[config.mk]
export PLATFORM = sky130hd
export DESIGN_NAME = half_single_float_converter_top
export DESIGN_NICKNAME = d
export VERILOG_FILES = /design/src/hsfc_pkg.sv /design/src/hsfc_s2h.sv /design/src/hsfc_h2s.sv /design/src/half_single_float_converter_top.sv
export SDC_FILE = /design/constraint.sdc
export NUM_CORES = 1
export LEC_CHECK = 0
export BUFFER_PORTS_ARGS = -buffer_cell sky130_fd_sc_hd__buf_2
export CAP_MARGIN = 20
export CORE_UTILIZATION = 30
export DETAILED_ROUTE_END_ITERATION = 8
export GPL_TIMING_DRIVEN = 1
export PLACE_DENSITY = 0.59
export SLEW_MARGIN = 10
export SYNTH_ARGS = -nofsm -noshare
export SYNTH_HDL_FRONTEND = slang
export SYNTH_SLANG_ARGS = --single-unit
[constraint.sdc]
create_clock -name clk_i -period 5.5 [get_ports clk_i]
set_input_delay 0.55 -clock clk_i [delete_from_list [all_inputs] [get_ports clk_i]]
set_output_delay 0.55 -clock clk_i [all_outputs]
set_load 0.01 [all_outputs]
[src/hsfc_pkg.sv]
// Package: constants and the command type for the half/single converter.
`default_nettype none
package hsfc_pkg;

  typedef enum logic {
    CMD_S2H = 1'b0,
    CMD_H2S = 1'b1
  } cmd_e;

  localparam logic [30:0] SGL_OVF_LIMIT = 31'h477F_EFFF;
  localparam logic [30:0] SGL_UNF_LIMIT = 31'h3300_0001;
  localparam logic [30:0] SGL_INF_MAG   = 31'h7F80_0000;
  localparam logic [14:0] HALF_QNAN     = 15'h7E00;
  localparam logic [14:0] HALF_INF      = 15'h7C00;
  localparam logic [12:0] HALF_TIE      = 13'h1000;
  localparam logic [7:0]  SUBN_EXP_START = 8'd113;
  localparam logic [7:0]  EXP_REBIAS     = 8'd112;
  localparam logic [22:0] SGL_QUIET      = 23'h40_0000;

endpackage
`default_nettype wire

[src/hsfc_s2h.sv]
// Single to half conversion datapath with round to nearest even.
`default_nettype none
module hsfc_s2h (
  input  wire logic [31:0] single_i,
  output logic      [15:0] half_o
);

  logic        sgn;
  logic [30:0] mag;
  logic [7:0]  e;
  logic [23:0] mfull;
  logic [4:0]  sh;
  logic [10:0] q_sub;
  logic [23:0] rem_sub;
  logic [23:0] tie_sub;
  logic [10:0] q_sub_r;
  logic [9:0]  q_nrm;
  logic [12:0] rem_nrm;
  logic [5:0]  he;
  logic        up_nrm;
  logic [15:0] nrm_sum;

  always_comb begin
    sgn     = single_i[31];
    mag     = single_i[30:0];
    e       = mag[30:23];
    mfull   = {1'b1, mag[22:0]};
    sh      = 5'(8'd126 - e);
    q_sub   = 11'(mfull >> sh);
    rem_sub = mfull & ((24'd1 << sh) - 24'd1);
    tie_sub = 24'd1 << (sh - 5'd1);
    q_sub_r = q_sub + 11'((rem_sub > tie_sub) || (rem_sub == tie_sub && q_sub[0]));
    q_nrm   = mag[22:13];
    rem_nrm = mag[12:0];
    up_nrm  = (rem_nrm > hsfc_pkg::HALF_TIE) || (rem_nrm == hsfc_pkg::HALF_TIE && q_nrm[0]);
    he      = 6'(e - hsfc_pkg::EXP_REBIAS);
    // carry out of the mantissa rolls into the exponent
    nrm_sum = {he, q_nrm} + 16'(up_nrm);
    if (mag >= hsfc_pkg::SGL_INF_MAG) begin
      half_o = {sgn, (mag == hsfc_pkg::SGL_INF_MAG) ? hsfc_pkg::HALF_INF : hsfc_pkg::HALF_QNAN};
    end else if (mag > hsfc_pkg::SGL_OVF_LIMIT) begin
      half_o = {sgn, hsfc_pkg::HALF_INF};
    end else if (mag < hsfc_pkg::SGL_UNF_LIMIT) begin
      half_o = {sgn, 15'd0};
    end else if (e < hsfc_pkg::SUBN_EXP_START) begin
      half_o = {sgn, 4'd0, q_sub_r};
    end else if (nrm_sum[15:10] >= 6'd31) begin
      half_o = {sgn, hsfc_pkg::HALF_INF};
    end else begin
      half_o = {sgn, nrm_sum[14:0]};
    end
  end

endmodule
`default_nettype wire

[src/hsfc_h2s.sv]
// Half to single conversion datapath with subnormal normalization.
`default_nettype none
module hsfc_h2s (
  input  wire logic [15:0] half_i,
  output logic      [31:0] single_o
);

  logic       sgn;
  logic [4:0] e;
  logic [9:0] m;
  logic [3:0] lz;
  logic [9:0] m_norm;
  logic [7:0] e_norm;

  always_comb begin
    sgn = half_i[15];
    e   = half_i[14:10];
    m   = half_i[9:0];
    lz  = 4'd0;
    for (int i = 0; i < 10; i++) begin
      if (m[i]) lz = 4'(9 - i);
    end
    m_norm = 10'(m << (lz + 4'd1));
    e_norm = hsfc_pkg::SUBN_EXP_START - 8'(lz) - 8'd1;
    if (e == 5'd0) begin
      single_o = (m == 10'd0) ? {sgn, 31'd0} : {sgn, e_norm, m_norm, 13'd0};
    end else if (e == 5'h1F) begin
      single_o = {sgn, 8'hFF, {m, 13'd0} | ((m != 10'd0) ? hsfc_pkg::SGL_QUIET : 23'd0)};
    end else begin
      single_o = {sgn, 8'(e) + hsfc_pkg::EXP_REBIAS, m, 13'd0};
    end
  end

endmodule
`default_nettype wire

[src/half_single_float_converter_top.sv]
// Top level: registered single/half float converter with a stream interface.
`default_nettype none
// One operand per cycle unless the output stalls: the input register feeds
// the conversion logic, which loads an output register. A request is taken
// whenever either register is empty or the output is being drained.
module half_single_float_converter_top (
  input  wire logic        clk_i,
  input  wire logic        rst_ni,
  input  wire logic        s_axis_tvalid,
  output logic             s_axis_tready,
  input  wire logic [31:0] s_axis_tdata,  // [31:0] operand_bits
  input  wire logic        s_axis_tuser,  // [0] cmd
  output logic             m_axis_tvalid,
  input  wire logic        m_axis_tready,
  output logic      [31:0] m_axis_tdata   // [31:0] result_bits
);

  logic        in_vld_q;
  logic        in_cmd_q;
  logic [31:0] in_op_q;
  logic        out_vld_q;
  logic [31:0] out_q;
  logic        adv;
  logic [15:0] s2h_res;
  logic [31:0] h2s_res;

  hsfc_s2h u_s2h (.single_i(in_op_q), .half_o(s2h_res));
  hsfc_h2s u_h2s (.half_i(in_op_q[15:0]), .single_o(h2s_res));

  assign adv           = !out_vld_q || m_axis_tready;
  assign s_axis_tready = adv || !in_vld_q;
  assign m_axis_tvalid = out_vld_q;
  assign m_axis_tdata  = out_q;

  always_ff @(posedge clk_i or negedge rst_ni) begin
    if (!rst_ni) begin
      in_vld_q  <= 1'b0;
      out_vld_q <= 1'b0;
    end else begin
      if (s_axis_tready) in_vld_q <= s_axis_tvalid;
      if (adv) out_vld_q <= in_vld_q;
    end
  end

  always_ff @(posedge clk_i) begin
    if (s_axis_tready && s_axis_tvalid) begin
      in_cmd_q <= s_axis_tuser;
      in_op_q  <= s_axis_tdata;
    end
    if (adv && in_vld_q) begin
      out_q <= (in_cmd_q == hsfc_pkg::CMD_H2S) ? h2s_res : {16'd0, s2h_res};
    end
  end

  // hold a stalled result
  a_hold: assert property (@(posedge clk_i) disable iff (!rst_ni)
    out_vld_q && !m_axis_tready |=> out_vld_q && $stable(out_q))
    else $error("result changed while stalled");
  // an accepted request reaches the output stage next time it can move
  a_flow: assert property (@(posedge clk_i) disable iff (!rst_ni)
    in_vld_q && adv |=> out_vld_q)
    else $error("request lost");
  // half results keep upper bits clear
  a_upper: assert property (@(posedge clk_i) disable iff (!rst_ni)
    in_vld_q && adv && in_cmd_q == hsfc_pkg::CMD_S2H |=> out_q[31:16] == 16'd0)
    else $error("upper bits set on half result");

endmodule
`default_nettype wire
# Word level (Yosys, flattened, before mapping)

Cells that the tools add are included.

Muxes and demuxes: 21
Add/subtract/negate cells: 10
Equality and inequality tests: 4
Order comparisons: 7
Bitwise operators: 2
Reduce and logical (&&, ||, !) cells: 13
Shift-type cells: 4

Operators by type and width:

| cell                    | number |
|---|---|
| $mux W31                | 3 |
| $mux W15                | 5 |
| $shl A1 B5 Y24 const A  | 2 |
| $mux W4                 | 10 |
| $eq A31 B31 Y1 const B  | 1 |
| $ge A31 B31 Y1 const B  | 1 |
| $gt A31 B31 Y1 const B  | 1 |
| $lt A31 B30 Y1 const B  | 1 |
| $and A24 B24 Y24        | 1 |
| $eq A24 B24 Y1          | 1 |
| $gt A24 B24 Y1          | 1 |
| $shr A24 B5 Y11         | 1 |
| $sub A24 B1 Y24 const B | 1 |
| $mux W23                | 1 |
| $or A23 B23 Y23         | 1 |
| $add A16 B1 Y16         | 1 |
| $mux W16                | 1 |
| $eq A13 B13 Y1 const B  | 1 |
| $gt A13 B13 Y1 const B  | 1 |
| $add A11 B1 Y11         | 1 |
| $logic_not A10 Y1       | 1 |
| $mux W10                | 1 |
| $reduce_bool A10 Y1     | 1 |
| $shl A10 B4 Y10         | 1 |
| 14 further kinds        | 21 |

Bits of input ports: 37
Word-level logic and storage cells: 67
Output and inout bits: 34
Bits in registers: 67

# Depth between registers and ports, before layout

Depth after elaboration: 15
Mapped depth: 27
Gate-level depth less buffers: 24

# Cells and area by module

Synthesis repeated with hierarchy kept, for this count alone.

Cell total of the unflattened synthesis: 836
Area, all modules: 7434.6 um2

By module, submodules not included:

| module                          | area an instance (um2) | sequential area each (um2) | cells an instance | times used |
|---|---|---|---|---|
| hsfc_s2h                        | 3988.8                 | 0.0                        | 554               | 1 |
| half_single_float_converter_top | 2348.5                 | 2001.9                     | 108               | 1 |
| hsfc_h2s                        | 1097.3                 | 0.0                        | 174               | 1 |

# Worst setup path after synthesis

No wires, ideal clock.

Path type: register -> register
From: reg in_op_q[24]
To: reg out_q[4], in the netlist m_axis_tdata[4] (data pin)
Setup slack: 0.095 ns
Data required time: 5.236 ns
Clock period less this slack: 5.405 ns
Library setup time: 0.264 ns
Buffers on the path: 4
Arrival: 5.141 ns
Cell stages (with the launch flop): 28
Cells stage by stage: edfxtp_1 -> ha_1 -> buf_2 -> xnor2_2 -> clkinv_2 -> buf_2 -> buf_1 -> buf_1 -> nand3_1 -> ha_1 -> inv_1 -> a21oi_1 -> nand2_1 -> a32oi_1 -> nor2b_1 -> ha_1 -> a21o_1 -> a21o_1 -> a21oi_1 -> nor2b_1 -> o211ai_1 -> a211oi_1 -> o32a_1 -> ha_1 -> ha_1 -> and3b_2 -> xnor2_1 -> o22ai_1

Word-level cells in the longest chain between the ends: 13
Elaborated cells between the ends (all ways): 25
Those cells by class: add/sub (6); order compare (6); eq/ne (1); shift (3); mux (6); bitwise (1); reduce/logical (2)

Ends and longest elaborated chain:

| element                                                                  | line                                  | text |
|---|---|---|
| from (decl)                                                              | half_single_float_converter_top.sv:20 | `logic [31:0] in_op_q;` |
| from (signal assigned)                                                   | half_single_float_converter_top.sv:48 | `in_op_q <= s_axis_tdata;` |
| parallel branches: the longest is 11 deep, another holds $sub A24 B1 Y24 | --                                    |  |
| $mux W15 (*)                                                             | hsfc_s2h.sv:39                        | `if (mag >= hsfc_pkg::SGL_INF_MAG) begin` |
| $mux W16 (*)                                                             | half_single_float_converter_top.sv:51 | `out_q <= (in_cmd_q == hsfc_pkg::CMD_H2S) ? h2s_res : {16'd0, s2h_res};` |
| to (signal assigned)                                                     | half_single_float_converter_top.sv:51 |  |
| to (decl)                                                                | half_single_float_converter_top.sv:22 | `logic [31:0] out_q;` |

Mark *: on every way between the ends.
A chain may end at the register's enable or synchronous reset.

# Worst setup path in the final report

From: reg in_op_q[24]
To: reg out_q[10], in the netlist m_axis_tdata[10] (data pin)

The elaborated chain is that of the path after synthesis.

==> impl_metrics.toml <==
[outcome]
outcome = "complete, but fails checks"
violations = "DRC"

[yosys]
synth_seq_area_share_pct = 29.17
async_flop_share_pct = 3.030
synth_edf_count = 64
synthesis.area_um2 = 6760
synth_seq_cells = 66
ys.flop_type = "edfxtp_1"
synth.area.top_cells = "edfxtp_1 28%, ha_1 8.1%, mux4_2 6.7%"
syn-num-nets = 823
synth.largest_area_cell = "edfxtp_1"
synth.distinct_cells = 91
synth.avg_cell_area_um2 = 9.111
yosysTopAreaCellShare_pct = 28.43
synth_cells = 742
yosys_warnings = 0

[clock_tree]
clock_latency_ns = 0.35
cts_root_buffer = "clkbuf_16"
cts.path.max_buffers = 2
cts_tree = "built"
htreeDepth = 3
clk_pin_slew_ns = 0.06
clock_sinks = 66
cts_buffers = 9
cts_setup_buffers = 0

[finish]
final_cell_mix = "80 x nand2_1, 70 x buf_2, 64 x edfxtp_1"
drive_above_1_share_pct = 22.69
nets = 878
final-seq-area_um2 = 1972
final_common_cell = "nand2_1"
fillers = 2244
n_antenna_cell = 0
syn_to_final_growth_pct = 14.70
finalInstanceArea_um2 = 7754
multiInputGateArea_um2 = 4405

[worst_setup_path]
critPathSlowestCell = "or3_1"
max_stage_delay_ns = 0.39
cp.required_ns = 5.69
start_kind = "flop"
crit_top_cell = "ha_1"
crit_type = "flop to flop"
crit_path_end_kind = "flop"
critical_path.cell_chain = "buf_4 > inv_1 > ha_1 > buf_4 > or3_1 > a21oi_1 > o22ai_1 > a31oi_1 > nor2b_1 > ha_1 > a21o_1 > a21o_1 > a21o_1 > a21oi_1 > nor2b_1 > o211ai_1 > a211oi_1 > o32a_1 > ha_1 > ha_1 > and3_1 > and2_1 > a211oi_2"
worstPathArrival_ns = 5.32
crit_fanout = 10

[timing]
timing.final.max_slew_violations = 0
report.final.hold_viol_count = 0
period_minus_slack_ns = 5.133
tns_ns = 0
period_share_pct = 93.33
finClkSkew_ns = 0.009121
setup_viol = 0
tightest_slew_ns = 1.122
layout_setup_ws_ns = 0.3670
slew_headroom_pct = 24.88
rsz0062_at_grt = "no"
max_freq_ghz = 0.1948

[placement]
place.port_buffers = 70
dp_worst_setup_slack_ns = 0.2426
place.gp.congestion = 0.9103
hpwlAfterDp_um = 16200
place_area_um2 = 7387

[detailed_routing]
via_per_inst = 5.799
wl_per_cell_um = 20.29
vias = 6275
firstDrtPassIters = 8
drtAntennaViolNets = 0
wirelength_um = 21960
drcViolationCount = 8
drt_iter0_drc = 647

[floorplanning]
die-area_um2 = 23140
coreArea_um2 = 21960
fp.dieW_um = 152.1
io_pins = 71
die_height_um = 152.1
start_util_pct = 30.79
row_count = 54

[flow_run]
cap_violations = 0

[global_route]
first_global_vias = 6036
grt_pass1_wl_um = 34300
grt-ovfl-total = 0
grt_antenna_before_repair = 0
grt.total_usage_pct = 19.05
grt_max_degree = 34

[power_and_ir_drop]
power.leakage_nw = 2.957
ir_drop_mv = 0.1463
power.density_nw_per_um2 = 249.0
finalPower_w = 0.001931

[hold_path]
hold_class = "primary input to flop"
[kinds of logic (layout without fill, tap and decap cells)]
group,count (synthesis),after routing,share of synthesized area (%)
AO/OA/AOI/OAI,187,187,19.77
XOR/XNOR,33,33,4.497
adder cells (fa/ha/maj),44,44,8.144
buffers and inverters,81,141,6.107
flip-flops,66,66,29.17
multiplexers,44,44,10.85
AND/OR/NAND/NOR,287,287,21.47
[path summary, 6_finish.rpt]
| path | from | end | slack (ns) | depth (start not counted) |
|---|---|---|---|---|
| worst max-delay path | in_op_q[24] | m_axis_tdata[10] | 0.37 | 23 |
| worst min-delay path | s_axis_tdata[20] | in_op_q[20] | 0.37 | 1 |
| worst max register to register | in_op_q[24] | m_axis_tdata[10] | 0.37 | 23 |
| worst min register to register | in_vld_q | m_axis_tvalid | 0.50 | 1 |
| max in group asynchronous | rst_ni | m_axis_tvalid | 4.89 | 2 |
| min in group asynchronous | rst_ni | in_vld_q | 0.52 | 2 |
[synthesized netlist by cell type (4+ instances only)]
master	instances
a21boi_0	7
a21o_1	11
a21oi_1	40
a22oi_1	5
a31oi_1	16
and2_1	14
and3_1	7
buf_1	4
buf_2	18
buf_4	5
clkbuf_1	30
edfxtp_1	64
ha_1	44
inv_1	15
mux2_2	8
mux2i_1	14
mux4_2	20
nand2_1	80
nand2_2	4
nand2b_1	8
nand3_1	36
nand3b_1	4
nand4_1	11
nor2_1	58
nor2b_1	20
nor3_1	15
nor4_1	11
o211ai_1	4
o21a_1	9
o21ai_0	32
o221ai_1	7
o22ai_1	9
or3_1	4
xnor2_1	21
xor2_1	10
[per-stage QoR]
step / util [%] / instances / hold slack, ns
after global placement: 33.64 / 1065 / 0.3349
after detailed placement: 33.64 / 1065 / 0.3362
after floorplan: - / 742 / 0.2544
final: 35.31 / 1082 / 0.3747
after CTS: 35.17 / 1082 / 0.3672
after global routing: 35.31 / 1082 / 0.3644
[routing by layer]
layer / routed length, um / vias up / share of wire [%] / global-route usage, %
met3: 2205 / 56 / 10 / 4.535
met4: 626 / 0 / 2.9 / 7.726
met5: 0 / - / 0 / 0
li1: - / 2905 / - / -
met1: 9641 / 2925 / 44 / 26.52
met2: 9483 / 389 / 43 / 28.20
[critical path, delay by kind of cell (launching register included)]
family / cells / cell delay (ns)
AO/OA/AOI/OAI: 11 / 2.11
adder cells (fa/ha/maj): 4 / 1.06
AND/OR/NAND/NOR: 5 / 0.93
buffers and inverters: 3 / 0.53
flip-flops: 1 / 0.35
[state kept, by name, indices dropped and copies added (netlist names)]
register       cells
in_cmd_q           1
in_op_q           32
m_axis_tvalid      1
in_vld_q           1
m_axis_tdata      31
[power breakdown]
part	total [W]	internal [W]	leakage [nW]	switching (W)
combinational	0.000643	0.000265	2.15	0.000378
sequential	0.000650	0.000599	0.645	0.0000516
clock	0.000638	0.000410	0.163	0.000228
total	0.00193	0.00127	2.96	0.000658
[final cells by class]
| class | count | area share, % |
|---|---|---|
| Clock buffer | 10 | 3.082 |
| Clock inverter | 6 | 1.130 |
| Inverter | 18 | 0.8875 |
| Multi-Input combinational cell | 595 | 56.82 |
| Sequential cell | 66 | 25.43 |
| Tap cell | 280 | 4.518 |
| Timing Repair Buffer | 107 | 8.133 |
[repair_timing]
item                                   4_1_cts  5_1_grt
setup endpoints to repair                    0        8
hold buffers                                 1        0
endpoints found under the hold margin        2        0
gates resized for setup                      0        6
Note: power is estimated with default switching activity, not from simulation.
